--- src/rtl/hkit_pkg.sv ---
// Shared types, sizes, codes and hash constants for the hashed key index table.
// No dependencies; every other file but hkit_ram imports this package.
package hkit_pkg;

   localparam int ENTRIES   = 256;
   localparam int MAP_SLOTS = 512;
   localparam int POS_W     = $clog2(ENTRIES);
   localparam int SLOT_W    = $clog2(MAP_SLOTS);
   localparam int COUNT_W   = $clog2(ENTRIES + 1);
   localparam int KEY_W     = 64;
   localparam int MODE_W    = 2;
   localparam int STATUS_W  = 3;
   localparam int REQ_DATA_W = 72;
   localparam int RSP_DATA_W = 24;
   localparam int HASH_LAT  = 5;

   localparam int              FMIX_SHIFT = 33;
   localparam logic [KEY_W-1:0] FMIX_C1   = 64'hff51afd7ed558ccd;
   localparam logic [KEY_W-1:0] FMIX_C2   = 64'hc4ceb9fe1a85ec53;

   localparam logic [MODE_W-1:0] MODE_LOOKUP = 2'd0;
   localparam logic [MODE_W-1:0] MODE_INSERT = 2'd1;
   localparam logic [MODE_W-1:0] MODE_REMOVE = 2'd2;

   localparam logic [STATUS_W-1:0] ST_FOUND     = 3'd0;
   localparam logic [STATUS_W-1:0] ST_NOT_FOUND = 3'd1;
   localparam logic [STATUS_W-1:0] ST_INSERTED  = 3'd2;
   localparam logic [STATUS_W-1:0] ST_FULL      = 3'd3;
   localparam logic [STATUS_W-1:0] ST_REMOVED   = 3'd4;
   localparam logic [STATUS_W-1:0] ST_IGNORED   = 3'd5;

   typedef logic [POS_W-1:0]  pos_type;
   typedef logic [SLOT_W-1:0] slot_type;
   typedef logic [COUNT_W-1:0] count_type;
   typedef logic [KEY_W-1:0]  key_type;

   typedef struct packed {
      logic    used;
      pos_type pos;
   } map_entry_type;

   typedef enum logic [4:0] {
      S_CLEAR,
      S_IDLE,
      S_HASH,
      S_LK_MAP,
      S_LK_SLOT,
      S_LK_KEY,
      S_IN_MAP,
      S_IN_SLOT,
      S_RM_KEY,
      S_RM_KWAIT,
      S_FD_MAP,
      S_FD_SLOT,
      S_MV_KEY,
      S_MV_KWAIT,
      S_RM_ZERO,
      S_DONE
   } state_type;

   function automatic slot_type next_slot(input slot_type s);
      slot_type r;
      if (s == SLOT_W'(MAP_SLOTS - 1)) begin
         r = '0;
      end else begin
         r = s + 1'b1;
      end
      return r;
   endfunction

endpackage

--- src/rtl/hkit_hash.sv ---
// fmix64 finalizer as a five-stage pipeline; 64-bit products built from 32x32 parts.
// Depends on hkit_pkg.
module hkit_hash (
   input  logic             clock,
   input  logic             reset,
   input  logic             start,
   input  hkit_pkg::key_type key,
   output logic             done,
   output hkit_pkg::slot_type slot
);
   import hkit_pkg::*;

   key_type           v1_ff, mid_ff;
   logic [63:0]       p0_ff, q0_ff;
   logic [31:0]       p1_ff, p2_ff, q1_ff, q2_ff;
   slot_type          slot_ff;
   logic [HASH_LAT-1:0] vld_ff;
   key_type           m1, m2, fin;

   assign m1  = p0_ff + {p1_ff + p2_ff, 32'b0};
   assign m2  = q0_ff + {q1_ff + q2_ff, 32'b0};
   assign fin = m2 ^ (m2 >> FMIX_SHIFT);

   always_ff @(posedge clock) begin
      v1_ff   <= key ^ (key >> FMIX_SHIFT);
      p0_ff   <= v1_ff[31:0] * FMIX_C1[31:0];
      p1_ff   <= v1_ff[63:32] * FMIX_C1[31:0];
      p2_ff   <= v1_ff[31:0] * FMIX_C1[63:32];
      mid_ff  <= m1 ^ (m1 >> FMIX_SHIFT);
      q0_ff   <= mid_ff[31:0] * FMIX_C2[31:0];
      q1_ff   <= mid_ff[63:32] * FMIX_C2[31:0];
      q2_ff   <= mid_ff[31:0] * FMIX_C2[63:32];
      slot_ff <= fin[SLOT_W-1:0];
   end

   always_ff @(posedge clock) begin
      if (reset) begin
         vld_ff <= '0;
      end else begin
         vld_ff <= {vld_ff[HASH_LAT-2:0], start};
      end
   end

   assign done = vld_ff[HASH_LAT-1];
   assign slot = slot_ff;
endmodule

--- config.mk ---
export PLATFORM = sky130hd
export DESIGN_NAME = hkit_hash
export DESIGN_NICKNAME = d
export VERILOG_FILES = /design/src/rtl/hkit_pkg.sv /design/src/rtl/hkit_hash.sv
export SDC_FILE = /design/constraint.sdc
export NUM_CORES = 2
export LEC_CHECK = 0
export CELL_PAD_IN_SITES_DETAIL_PLACEMENT = 1
export CELL_PAD_IN_SITES_GLOBAL_PLACEMENT = 1
export CORE_MARGIN = 2
export CORE_UTILIZATION = 50
export DETAILED_ROUTE_END_ITERATION = 8
export DONT_BUFFER_PORTS = 1
export GPL_TIMING_DRIVEN = 0
export PLACE_DENSITY = 0.76
export SYNTH_ARGS = -nofsm -noshare
export SYNTH_HDL_FRONTEND = slang
export SYNTH_SLANG_ARGS = --single-unit
export TNS_END_PERCENT = 10
--- constraint.sdc ---
create_clock -name clock -period 8.5 [get_ports clock]
set_input_delay 2.55 -clock clock [delete_from_list [all_inputs] [get_ports clock]]
set_output_delay 2.55 -clock clock [all_outputs]
set_load 0.03 [all_outputs]
== Word-level counts from Yosys, hierarchy flattened ==
Index checks and enable logic that the tools add are counted.

* Add/subtract/negate cells: 4
* Multiply operators: 6
* Bitwise gates (word level): 3

{| class="wikitable"
|+ Operator list
! operator !! count
|-
| 64-bit by 31-bit bitwise XOR with 64-bit output || 2
|-
| 64-bit adder || 1
|-
| 32-bit by 32-bit multiplier with 64-bit output, second input constant || 1
|-
| 42-bit adder || 1
|-
| 32-bit by 29-bit multiplier with 42-bit output, second input constant || 1
|-
| 32-bit adder || 1
|-
| 32-bit by 25-bit multiplier with 32-bit output, second input constant || 1
|-
| 32-bit by 29-bit multiplier with 10-bit output, second input constant || 1
|-
| 32-bit by 30-bit multiplier with 32-bit output, second input constant || 1
|-
| 32-bit by 31-bit multiplier with 9-bit output, second input constant || 1
|-
| 10-bit adder || 1
|-
| 9-bit bitwise XOR || 1
|}

* Bits in registers: 331
* Input bits: 67
* Output and inout bits: 10
* Logic and storage cells: 23

== Logic depth before layout (Yosys ltp) ==
* Depth after elaboration: 3
* Gate-level depth with buffers: 26
* Depth with buffers taken out: 26

== Least setup slack after synthesis ==
OpenSTA, ideal clock, no wires.

* Path kind: register to register
* Start point: register v1_ff[4]
* End point: register p0_ff[56]
* Setup time: 64 ps
* Data arrival time: 6861 ps
* Data required time: 8436 ps
* Path slack: 1575 ps
* Cell stages (with the launch flop): 23
* Buffers on the path: 1
* Period minus slack after synthesis: 6925 ps
* Cell sequence: dfxtp_1 > inv_1 > fa_1 > fa_1 > fa_1 > fa_1 > inv_1 > fa_1 > fa_1 > fa_1 > inv_1 > fa_1 > inv_1 > ha_1 > clkbuf_1 > a21o_1 > a211o_1 > a311oi_1 > a21oi_1 > a21oi_2 > o31a_1 > or4b_1 > nand4_1

* Longest elaborated chain between the ends: 1

{| class="wikitable"
|+ Ends and longest elaborated chain
! element !! RTL line !! RTL
|-
| from (decl) || hkit_hash.sv:13 || <nowiki>key_type v1_ff, mid_ff;</nowiki>
|-
| from (signal assigned) || hkit_hash.sv:25 || <nowiki>v1_ff <= key ^ (key >> FMIX_SHIFT);</nowiki>
|-
| 32-bit by 32-bit multiplier with 64-bit output || hkit_hash.sv:26 || <nowiki>p0_ff <= v1_ff[31:0] * FMIX_C1[31:0];</nowiki>
|-
| to (signal assigned) || hkit_hash.sv:26 ||
|-
| to (decl) || hkit_hash.sv:14 || <nowiki>logic [63:0] p0_ff, q0_ff;</nowiki>
|}

Every way passes these cells.
A chain may end at the register's enable or synchronous reset.

== Worst setup path in the final report ==
* Start point: register v1_ff[2]
* End point: register p0_ff[56]

Same word-level chain as after synthesis.

==> results.py <==
metrics = {
    "clock_network": {
        "root_buffer": "clkbuf_16",
        "cts_made_buffers": 36,
        "cts_tree": "built",
        "clk_latency_ns": 0.61,
        "clk_pin_slew_ns": 0.06,
        "cts_sinks": 283,
        "htree_levels": 2,
        "clock_path_buffers": 3,
    },
    "sta": {
        "setup_viol": 0,
        "slew-limit-headroom": 0.117,
        "slew_violations": 0,
        "tightest_slew_ns": 1.31,
        "period_share": 0.967,
        "timing.fmax_mhz": 122,
        "rsz0062_at_grt": "false",
        "tns_ns": 0,
        "hold_violations": 0,
        "period_needed_ns": 8.22,
        "fin_skew_ns": 0.0452,
    },
    "global_route": {
        "overflow": 0,
        "grt_util_met1": 0.391,
        "busiest_layer": "met2",
        "grt_pass1_vias": 45100,
        "antenna_found_initial": 10,
        "grt_max_degree": 17,
        "grtUsageMet3": 0.0557,
        "use_met2": 0.522,
        "grt_pass1_wl_um": 269000,
        "grtUsageTotal": 0.310,
    },
    "yosys": {
        "synthDistinctLibCells": 74,
        "yosys-top-cells-area": "fa_1 40%, ha_1 23%, inv_1 11%, dfxtp_1 9.9%, xnor2_1 4.0%",
        "synth-seq-cells": 283,
        "synthCells": 5519,
        "syn_area_um2": 57200,
        "yosysTopAreaCell": "fa_1",
        "yosysSeqAreaShare": 0.0991,
        "ys.flop_type": "dfxtp_1",
        "synth_edf_count": 0,
        "synth_fp_nets": 7790,
        "synth.most_common_cell": "inv_1",
        "netlist.area_leader.share": 0.402,
        "synth-async-reset-ratio": 0,
        "ys_top_cells_by_count": "1699 x inv_1, 1147 x fa_1, 1057 x ha_1",
        "syn_avg_cell_area_um2": 10.4,
        "yosysWarnings": 0,
    },
    "floorplanning": {
        "dieArea_um2": 117000,
        "fp.dieW_um": 342,
        "core_um2": 114000,
        "die-height_um": 342,
        "io_pins": 77,
        "initial_core_util": 0.502,
        "rows": 124,
    },
    "final_layout": {
        "syn2layout_area_growth_pct": 5.53,
        "drive_above_1_share": 0.0176,
        "multi_input_area_um2": 45100,
        "nets": 7828,
        "fill_cells": 12600,
        "final-seq-area_um2": 5690,
    },
    "route": {
        "vias": 38300,
        "post_drt_wl_per_cell_um": 24.4,
        "drc": 0,
        "wirelength_um": 173000,
        "drtIter0Drc": 1871,
        "viasPerCell": 5.40,
        "detail_route.first_pass.iterations": 5,
        "final_antenna_net_count": 0,
    },
    "setup_path": {
        "path_max_fanout": 8,
        "worstPathRequired_ns": 9.00,
        "critPathLaunchType": "register",
        "path_class": "register to register",
        "worstRegToRegCells": 22,
        "crit_path_start": "v1_ff[2]",
        "timing.rr.start": "v1_ff[2]",
        "worstSetupEndpointType": "register",
        "critPathArrivalTime_ns": 8.72,
    },
    "worst_hold_path": {
        "min-delay-path-class": "register to register",
        "hold_path.startpoint": "p0_ff[31]",
        "whs_path_depth": 0,
    },
    "placement": {
        "numPortBuffers": 0,
        "place.gp.congestion": 0.948,
        "dpl.hpwl_um": 155000,
    },
    "run": {
        "cap_violations": 0,
    },
    "run_status": {
        "status": "complete, no violations",
    },
}
-- final timing paths --
kind,end,slack (ns)
min,mid_ff[31],0.33
max,p0_ff[56],0.28
min reg2reg,mid_ff[31],0.33
max reg2reg,p0_ff[56],0.28
-- cells in the final DEF, fill, tap and decap left out, types with 23 or more instances in the layout --
master     netlist  final
dfxtp_1        283    268
xor2_1         109    109
a21o_1         117    117
o21bai_1        33     33
nand3_1         31     31
nand2_1         76     76
nand2b_1        24     24
inv_1         1699   1699
and3_1          23     23
nor2_1          99     99
nor2b_1         31     31
clkbuf_16        0     36
xnor2_1        262    262
ha_1          1057   1057
fa_1          1147   1147
o21a_1          26     26
a21oi_1        184    184
o21ai_0         82     82
-- flip-flops by register name, indices dropped and copies added (netlist names) --
| signal | cells |
|---|---|
| mid_ff | 42 |
| q0_ff | 17 |
| vld_ff | 5 |
| q2_ff | 9 |
| slot | 9 |
| p2_ff | 32 |
| p0_ff | 63 |
| q1_ff | 10 |
| p1_ff | 32 |
| v1_ff | 64 |
-- per-stage QoR --
step	util	setup slack, ns	hold WS, ns	area (um2)	std cells
2_1_floorplan	-	1.57	0.310	57200	5519
3_3_place_gp	0.518	-0.0821	0.319	59000	7031
3_5_place_dp	0.518	-0.180	0.320	59000	7031
4_1_cts	0.529	0.0359	0.333	60300	7094
5_1_grt	0.530	0.0145	0.333	60300	7094
6_report	0.530	0.281	0.328	60300	7096
-- per-layer routing --
metal  vias up  part of all wire
met3       377             0.061
met5         -          0.000075
li1      17000                 -
met2       999              0.48
met1     20000              0.41
met4         2             0.050
-- worst max-delay path, cell delays in order (launching register included) --
cell,delay [ns]
dfxtp_1,0.69
inv_1,0.23
fa_1,0.64
fa_1,0.51
fa_1,0.53
inv_1,0.06
fa_1,0.46
fa_1,0.56
fa_1,0.45
fa_1,0.53
inv_1,0.05
fa_1,0.48
inv_1,0.04
ha_1,0.25
clkbuf_1,0.23
a21o_1,0.23
a211o_1,0.32
a311oi_1,0.32
a21oi_1,0.21
a21oi_2,0.32
o31a_1,0.35
or4b_1,0.48
nand4_1,0.15
-- layout make-up --
cell class,count,share of cell area
well taps,1512,0.0314
diodes,2,0.0000830
clock buffers,47,0.0163
clock inverters,16,0.00436
multi-input cells,3522,0.747
plain buffers,15,0.000933
inverters,1699,0.106
flip-flops and latches,283,0.0943
-- repair_timing --
item | 4_1_cts | 5_1_grt
endpoints found under the setup margin | 2 | 11
setup buffers | 0 | 0
hold buffers | 0 | 0
resized for setup | 2 | 15
-- kinds of logic (layout without fill, tap and decap cells) --
group / count (synthesis) / count (layout) / share of synthesized area
and+or+nand+nor: 375 / 375 / 0.0330
AOI/OAI and AO/OA: 568 / 568 / 0.0644
xor gates and xnor gates: 372 / 372 / 0.0572
other: 0 / 2 / 0
buffers and inverters: 1714 / 1777 / 0.113
muxes: 3 / 3 / 0.000525
adders and majority gates: 2204 / 2204 / 0.633
DFF: 283 / 283 / 0.0991
Power is not shown: default switching activity piles up to over one toggle a cycle in this logic, so the estimate is an artifact.
