`src/rtl/hkit_ram.sv`:
```
// Generic simple dual-port RAM: one write port, one read port, registered read.
// No dependencies.
module hkit_ram #(
   parameter int WIDTH = 8,
   parameter int DEPTH = 16
) (
   input  logic                     clock,
   input  logic                     wr_en,
   input  logic [$clog2(DEPTH)-1:0] wr_addr,
   input  logic [WIDTH-1:0]         wr_data,
   input  logic [$clog2(DEPTH)-1:0] rd_addr,
   output logic [WIDTH-1:0]         rd_data
);
   logic [WIDTH-1:0] mem_ff [DEPTH];
   logic [WIDTH-1:0] rd_data_ff;

   always_ff @(posedge clock) begin
      if (wr_en) begin
         mem_ff[wr_addr] <= wr_data;
      end
      rd_data_ff <= mem_ff[rd_addr];
   end

   assign rd_data = rd_data_ff;
endmodule

```
`config.mk`:
```
export PLATFORM = sky130hd
export DESIGN_NAME = hkit_ram
export DESIGN_NICKNAME = d
export VERILOG_FILES = /design/src/rtl/hkit_ram.sv
export SDC_FILE = /design/constraint.sdc
export NUM_CORES = 1
export LEC_CHECK = 0
export BUFFER_PORTS_ARGS = -buffer_cell sky130_fd_sc_hd__buf_2
export CAP_MARGIN = 20
export CORE_ASPECT_RATIO = 0.8
export CORE_UTILIZATION = 40
export DETAILED_ROUTE_END_ITERATION = 10
export PLACE_DENSITY = 0.54
export SYNTH_ARGS = -nofsm -noshare
export SYNTH_HDL_FRONTEND = slang
export SYNTH_SLANG_ARGS = --single-unit
```
`constraint.sdc`:
```
create_clock -name clock -period 2.6 [get_ports clock]
set_input_delay 0.52 -clock clock [delete_from_list [all_inputs] [get_ports clock]]
set_output_delay 0.52 -clock clock [all_outputs]
set_load 0.1 [all_outputs]
```
Yosys cells after proc, flatten, opt, wreduce, memory -nomap -nowiden
Memories as Yosys holds them, arrays and structs flattened. A register that Yosys moved wholly into a read port is not among the register bits.
Index checks and enable logic that the tools add are counted.
Storage, ports and cells
  output and inout bits: 8
  RAM bits: 128
  memories: 1
  flip-flop bits (word level): 0
  word-level logic and storage cells: 3
  bits of input ports: 18
Memory list
  mem_ff: depth 16, width 8, rd ports 1, clocked after memory_dff 1, wr ports 1, RTL line 14  | logic [WIDTH-1:0] mem_ff [DEPTH];
Operators by class
  muxes and demuxes: 2
Operators by type and width (count)
  2-to-1 mux 1 bit: 2

Depth between registers and ports, before layout
Gate-level depths: netlist (run 1).
  depth in word-level cells: 2
  gate-level depth with buffers: 5
  depth with buffers taken out: 3

Worst setup path before layout (run 1)
No wires, ideal clock.
  path kind: input -> register
  from: input port wr_addr[2]
  to: memory mem_ff[0][0] (enable)
  stages: 2
  data required time: 2.217 ns
  library setup time: 0.383 ns
  setup slack: 0.587 ns
  arrival: 1.630 ns
  path buffers: 0
  cell sequence: or3b_2 > nor3_1
RTL lines
  start: declaration: RTL line 9  | input logic [$clog2(DEPTH)-1:0] wr_addr,
  end: declaration: RTL line 14
Straight into the memory's write port.

Worst setup path after layout (run 1)
  from: input port wr_addr[2]
  to: memory mem_ff[0][3] (enable)
Straight into the memory's write port.

==> run_results.csv, run 1 <==
group,metric,value,unit
status,status,"finished, final reports clean",
min_path,min-delay-path-class,"in -> reg",
global_route,first_global_vias,2443,
sta,slew_headroom,55.96,%
sta,setup_repair_after_global_routing_missed_its_margin,"no",
global_route,gr-total-overflow,0,
detailed_routing,routed.top_layer,"met4",
clock_network,cts_tree,"built",
sta,setup-tns-final,0,ns
clock_network,clkTransAtPathRegs,0.06,ns
global_route,antenna_found_initial,0,
global_route,grt_max_degree,33,
sta,finalClockSkew,0.007043,ns
synthesis,syn_avg_cell_area,22.48,um2
pwr,vdd_drop_max,521.8,uV
detailed_routing,avgViaCountPerCell,5.176,
clock_network,cts_setup_buffers,0,
clock_network,htreeDepth,4,
synthesis,postSynthRegisterBits,136,
die,top_level_ports,26,
placed_design,hpwlAfterDp,6504,um
critical_path,setup.worst_path.end_class,"flop",
run,max_cap_violations,0,
placed_design,portBuffers,25,
global_route,grt_pass1_wl,15270,um
detailed_routing,met3_wirelength,579,um
synthesis,synth_top_area_share,74.67,%
pwr,p_leak,0.002068,uW
final_layout,register_area,4004,um2
clock_network,cts_made_buffers,17,
sta,final_max_slew_viol_count,0,
clock_network,clock-sinks,136,
synthesis,yosysSeqAreaShare,77.78,%
sta,fin_hold_ws,0.5002,ns
synthesis,syn-num-nets,247,
clock_network,cts-root-to-sink-buffers,2,
detailed_routing,route.vias.total,2412,
final_layout,layout_cell_share_with_drive_strength_beyond_1,30.51,%
detailed_routing,met1_length,4899,um
sta,timing_hold_violations_final,0,
final_layout,syn_to_final_growth,18.77,%
die,core,12340,um2
die,num_rows,36,
die,starting_density_of_the_core,41.71,%
critical_path,critical_path.cell_chain,"buf_2 > or3b_2 > nor3_1 > buf_4",
sta,finalCritPeriodShare,64.09,%
final_layout,layout.nets,300,
clock_network,clockRootBuffer,"sky130_fd_sc_hd__clkbuf_16",
die,floorplan.die.width,128.8,um
sta,final_critical_delay_including_setup_and_external_delays,1.666,ns
pwr,power_density,816.8,nW/um2
synthesis,yosysTopAreaCell,"sky130_fd_sc_hd__edfxtp_1",
synthesis,post_synth_inst_count,229,
clock_network,cts_resized,0,
critical_path,worst_ep_required_time,2.71,ns
global_route,gr-usage-all-layers,17.08,%
final_layout,layout.filler_cells,1030,
clock_network,worst_skew_pair.late_latency,0.40,ns
critical_path,worst_path_largest_cell_delay,0.51,ns
detailed_routing,post-route-drc-count,0,
detailed_routing,met2WireLength,4801,um
critical_path,crit_path_start_kind,"input pin",
critical_path,crit_arrival,1.78,ns
final_layout,number_of_inserted_diodes,0,
sta,setup_violations,0,
sta,transition_time_at_the_pin_with_the_least_slew_margin,0.6582,ns
sta,max_clock_freq,0.6001,GHz
detailed_routing,drtIter0Drc,187,
detailed_routing,route.antenna.remaining_nets,0,
clock_network,holdBufCountCts,0,
final_layout,multiInputGateArea,1057,um2
detailed_routing,drtPass1Iterations,4,
die,die_h,103.5,um
critical_path,crit_slowest_cell,"sky130_fd_sc_hd__or3b_2",
detailed_routing,routedWlPerCell,22.21,um
detailed_routing,detail_route.wirelength,10350,um
placed_design,gp_routability_congestion,0.7611,
synthesis,post_synth_main_area_contributors,"sky130_fd_sc_hd__edfxtp_1 75%, sky130_fd_sc_hd__mux4_2 7.9%, sky130_fd_sc_hd__mux4_1 7.1%",
critical_path,worst-setup-path-type,"in -> reg",
die,fp.dieArea,13330,um2
synthesis,synth_warnings,0,
synthesis,post_synth_instance_area,5147,um2
critical_path,crit_fanout,6,
synthesis,post_synth_num_cell_types,19,
area by class of cell:
cell class | count | share of cell area, %
clock buffers | 24 | 7.716
multi-input cells | 83 | 17.29
flip-flops and latches | 136 | 65.49
clock inverters | 8 | 1.208
repair buffers | 44 | 4.789
well taps | 171 | 3.500
routing by layer:
layer	global-route usage, %	vias to the layer above
met4	6.244	0
li1	-	1079
met2	25.24	61
met3	4.784	5
met5	0	-
met1	24.36	1267
power by group:
part           leakage, uW  internal, uW  switching [uW]
sequential         0.00122          2450            11.7
combinational     0.000581          98.7             238
clock             0.000264          1360             833
synthesized netlist by cell type, drive strengths merged:
cell type	count
nand2b	2
edfxtp	128
buf	7
nand3	1
nand3b	2
clkdlybuf4s25	3
and2b	1
or3b	1
and2	1
nand2	9
mux4	32
dfxtp	8
a22oi	16
nor3	4
nor2b	1
nor2	13
kinds of logic (layout without fill, tap and decap cells):
kind of cell | count (synthesis) | count (layout) | share of synthesized area [%]
DFF | 136 | 136 | 77.78
muxes | 32 | 32 | 15.02
AOI/OAI and AO/OA | 16 | 16 | 2.334
buffers and inverters | 10 | 76 | 1.677
and+or+nand+nor | 35 | 35 | 3.184
worst paths after layout:
kind / from / end / slack, ns / cells after the start
setup / recovery: wr_addr[2] / mem_ff[0][3] / 0.93 / 4
hold / removal: wr_data[5] / mem_ff[5][5] / 0.50 / 1
setup reg to reg: mem_ff[0][1] / rd_data[1] / 1.18 / 3
hold reg to reg: mem_ff[11][2] / rd_data[2] / 0.69 / 3
state kept, by name, summed over array words and instances (netlist names):
register and flops:
mem_ff 128, rd_data 8
worst max-delay path: cells and delay by family:
kind,cells,cell delay (ns)
buffers and inverters,2,0.36
AND/OR/NAND/NOR,2,0.89
per-stage QoR:
step	cells	setup slack (ns)	cell area, um2	total power (uW)	util [%]
floorplan	229	0.5871	5147	2738	-
global placement	434	0.5749	5568	2843	45.11
detailed placement	434	0.5415	5568	2849	45.11
CTS	466	0.8966	6113	5051	49.53
global route	466	0.8840	6113	5152	49.53
finish	466	0.9336	6113	4993	49.53
layout by cell type, fill, tap and decap left out, drive strengths merged, types with 2 or more instances in the layout:
cell / synthesis / final
edfxtp: 128 / 128
buf: 7 / 44
mux4: 32 / 32
clkbuf: 0 / 24
a22oi: 16 / 16
nor2: 13 / 13
nand2: 9 / 9
dfxtp: 8 / 8
clkinv: 0 / 5
nor3: 4 / 4
nand3b: 2 / 2
nand2b: 2 / 2
clkinvlp: 0 / 2
(Power assumes the default switching activity.)
==> run 2: changes to the inputs <==
ABC_AREA = 1   (was not set)
PLACE_DENSITY = 0.56   (was 0.54)
clock period = 1.5 ns   (was 2.6 ns; I/O delays follow)
==> run_results.csv, run 2 <==
group,metric,value,unit
synthesis,yosysSeqAreaShare,69.43,%
global_route,gr-usage-all-layers,19.89,%
synthesis,yosysTopAreaCell,"sky130_fd_sc_hd__edfxtp_1",
die,die_h,109.4,um
critical_path,worst-setup-path-type,"reg -> out",
detailed_routing,met1_length,7059,um
final_layout,leading_cell_type_in_the_layout_fill_and_taps_excluded,"sky130_fd_sc_hd__nand2_1",
final_layout,layout.nets,617,
detailed_routing,route.vias.total,3777,
sta,transition_time_at_the_pin_with_the_least_slew_margin,0.4979,ns
sta,setup_repair_after_global_routing_missed_its_margin,"no",
global_route,grt_pass1_wl,20710,um
pwr,p_leak,0.002963,uW
detailed_routing,drtPass1Iterations,5,
placed_design,hpwlAfterDp,8753,um
synthesis,syn_avg_cell_area,10.47,um2
detailed_routing,avgViaCountPerCell,4.775,
global_route,antenna_found_initial,0,
critical_path,crit_fanout,1,
detailed_routing,met3_wirelength,731,um
final_layout,register_area,4004,um2
synthesis,ys_async_sr_fraction,0,%
critical_path,worst-r2r-setup-slack,0.43,ns
synthesis,synth_top_area_share,66.65,%
sta,setup_violations,0,
clock_network,cts_made_buffers,17,
critical_path,crit-reg2reg-capture,"rd_data[5]",
die,num_rows,38,
detailed_routing,met2WireLength,5552,um
placed_design,gp_routability_congestion,0.7805,
synthesis,post_synth_num_cell_types,12,
critical_path,cp_num_cells,1,
die,core,13840,um2
placed_design,detailedPlace.worstSlack,0.08395,ns
final_layout,syn_to_final_growth,17.96,%
run,max_cap_violations,0,
final_layout,largest_reg_flops,128,
final_layout,registers.top_by_ff_count,"mem_ff",
critical_path,worst_ep_required_time,1.20,ns
detailed_routing,routed.top_layer,"met4",
die,top_level_ports,26,
sta,setup-tns-final,0,ns
critical_path,critical_path.cell_chain,"buf_2",
pwr,power.total,9134,uW
sta,timing_hold_violations_final,0,
final_layout,layout_cell_share_with_drive_strength_beyond_1,13.26,%
critical_path,crit_end,"rd_data[0]",
detailed_routing,routedWlPerCell,17.14,um
clock_network,clock-sinks,136,
clock_network,cts_tree,"built",
synthesis,synth-edff-count,128,
pwr,power_density,1343,nW/um2
detailed_routing,detail_route.wirelength,13550,um
critical_path,timing.critical_path.max_delay_family,"buffers and inverters",
min_path,min-delay-path-class,"in -> reg",
synthesis,post_synth_main_area_contributors,"sky130_fd_sc_hd__edfxtp_1 67%, sky130_fd_sc_hd__nand2_1 11%, sky130_fd_sc_hd__nand3_1 8.4%",
critical_path,worst_path_largest_cell_delay,0.42,ns
synthesis,dominantRegCellSynth,"sky130_fd_sc_hd__edfxtp_1",
die,starting_density_of_the_core,41.68,%
critical_path,crit_arrival,1.16,ns
detailed_routing,post-route-drc-count,0,
critical_path,r2r-start,"mem_ff[7][5]",
status,status,"finished, final reports clean",
final_layout,mostFrequentLayoutCells,"173 x sky130_fd_sc_hd__nand2_1, 128 x sky130_fd_sc_hd__edfxtp_1, 100 x sky130_fd_sc_hd__inv_1",
die,floorplan.die.width,136.2,um
min_path,min_path_cells,3,
global_route,first_global_vias,3502,
final_layout,number_of_inserted_diodes,0,
sta,final_critical_delay_including_setup_and_external_delays,1.455,ns
sta,max_clock_freq,0.6871,GHz
synthesis,syn-num-nets,569,
critical_path,crit_path_start_kind,"flop",
synthesis,yosys-top-cells-count,"173 x sky130_fd_sc_hd__nand2_1, 128 x sky130_fd_sc_hd__edfxtp_1, 100 x sky130_fd_sc_hd__inv_1",
pwr,vdd_drop_max,1037,uV
sta,postLayoutSetupSlackWorst,0.04462,ns
synthesis,post_synth_instance_area,5767,um2
global_route,gr-total-overflow,0,
clock_network,cts-root-to-sink-buffers,2,
synthesis,synthMostInstantiatedCell,"sky130_fd_sc_hd__nand2_1",
die,fp.dieArea,14900,um2
clock_network,holdBufCountCts,0,
synthesis,synth_warnings,0,
detailed_routing,drtIter0Drc,289,
sta,fin_hold_ws,0.2558,ns
final_layout,multiInputGateArea,1214,um2
clock_network,clkTransAtPathRegs,0.06,ns
sta,slew_headroom,67.03,%
clock_network,worst_skew_pair.late_latency,0.42,ns
clock_network,htreeDepth,4,
global_route,grt_max_degree,26,
critical_path,setup.worst_path.end_class,"primary output",
final_layout,layout.filler_cells,1270,
synthesis,post_synth_inst_count,551,
critical_path,timing.critical_path.from,"rd_data[0]",
critical_path,critical_path.n_buffers_inverters,1,
final_layout,final_cell_count_no_fill,791,
clock_network,clockRootBuffer,"sky130_fd_sc_hd__clkbuf_16",
synthesis,postSynthRegisterBits,136,
critical_path,crit_slowest_cell,"sky130_fd_sc_hd__buf_2",
sta,finalCritPeriodShare,97.03,%
detailed_routing,route.antenna.remaining_nets,0,
critical_path,cells_on_worst_reg2reg_path,6,
placed_design,post-place-cells,760,
sta,final_max_slew_viol_count,0,
placed_design,portBuffers,25,
sta,finalClockSkew,0.009740,ns
[run 2: what timing repair did]
action | 4_1_cts | 5_1_grt
setup endpoints to repair | 4 | 1
setup buffers | 0 | 0
resized for setup | 4 | 1
hold endpoints to repair | 0 | 0
[run 2: worst register-to-register path, delay by kind of cell, from the launching register on]
kind	cells	cell delay, ns
simple gates	5	0.52
buf+inv	1	0.06
flops	1	0.36
[run 2: per-layer routing]
layer / up-vias / GRT usage, %
met4: 0 / 6.667
met3: 21 / 5.118
met2: 90 / 27.48
met5: - / 0
li1: 1865 / -
met1: 1801 / 30.04
[run 2: how the worst min path moves through the flow]
stage                        from            to  slack, ns
CTS                    rd_addr[3]    rd_data[7]       0.24
finish                 rd_addr[3]    rd_data[7]       0.26
floorplan              wr_data[0]  mem_ff[0][0]       0.40
global route           rd_addr[3]    rd_data[7]       0.27
detailed placement   mem_ff[2][3]    rd_data[3]       0.66
global placement    mem_ff[12][5]    rd_data[5]       0.65
[run 2: cell families after synthesis]
family | count (synthesis) | share of synthesized area (%)
and+or+nand+nor | 289 | 21.05
DFF | 136 | 69.43
buffers and inverters | 126 | 9.525
[run 2: final cells by class]
| cell class | instances | share of cell area, % |
|---|---|---|
| Multi-Input combinational cell | 289 | 17.84 |
| Tap cell | 180 | 3.311 |
| Sequential cell | 136 | 58.86 |
| Timing Repair Buffer | 53 | 5.849 |
| Clock inverter | 9 | 1.839 |
| Inverter | 102 | 5.628 |
| Clock buffer | 22 | 6.676 |
[run 2: power breakdown]
group          switching, uW  total [uW]  internal (uW)  leakage (uW)
Combinational            547         729            182       0.00146
Sequential              31.0        4280           4250       0.00122
Clock                   1490        4120           2630      0.000281
Total                   2070        9130           7070       0.00296
[run 2: through the flow]
step | area, um2 | utilization [%]
2_1_floorplan | 5767 | -
3_3_place_gp | 6211 | 44.89
3_5_place_dp | 6211 | 44.89
4_1_cts | 6800 | 49.15
5_1_grt | 6803 | 49.17
6_report | 6803 | 49.17
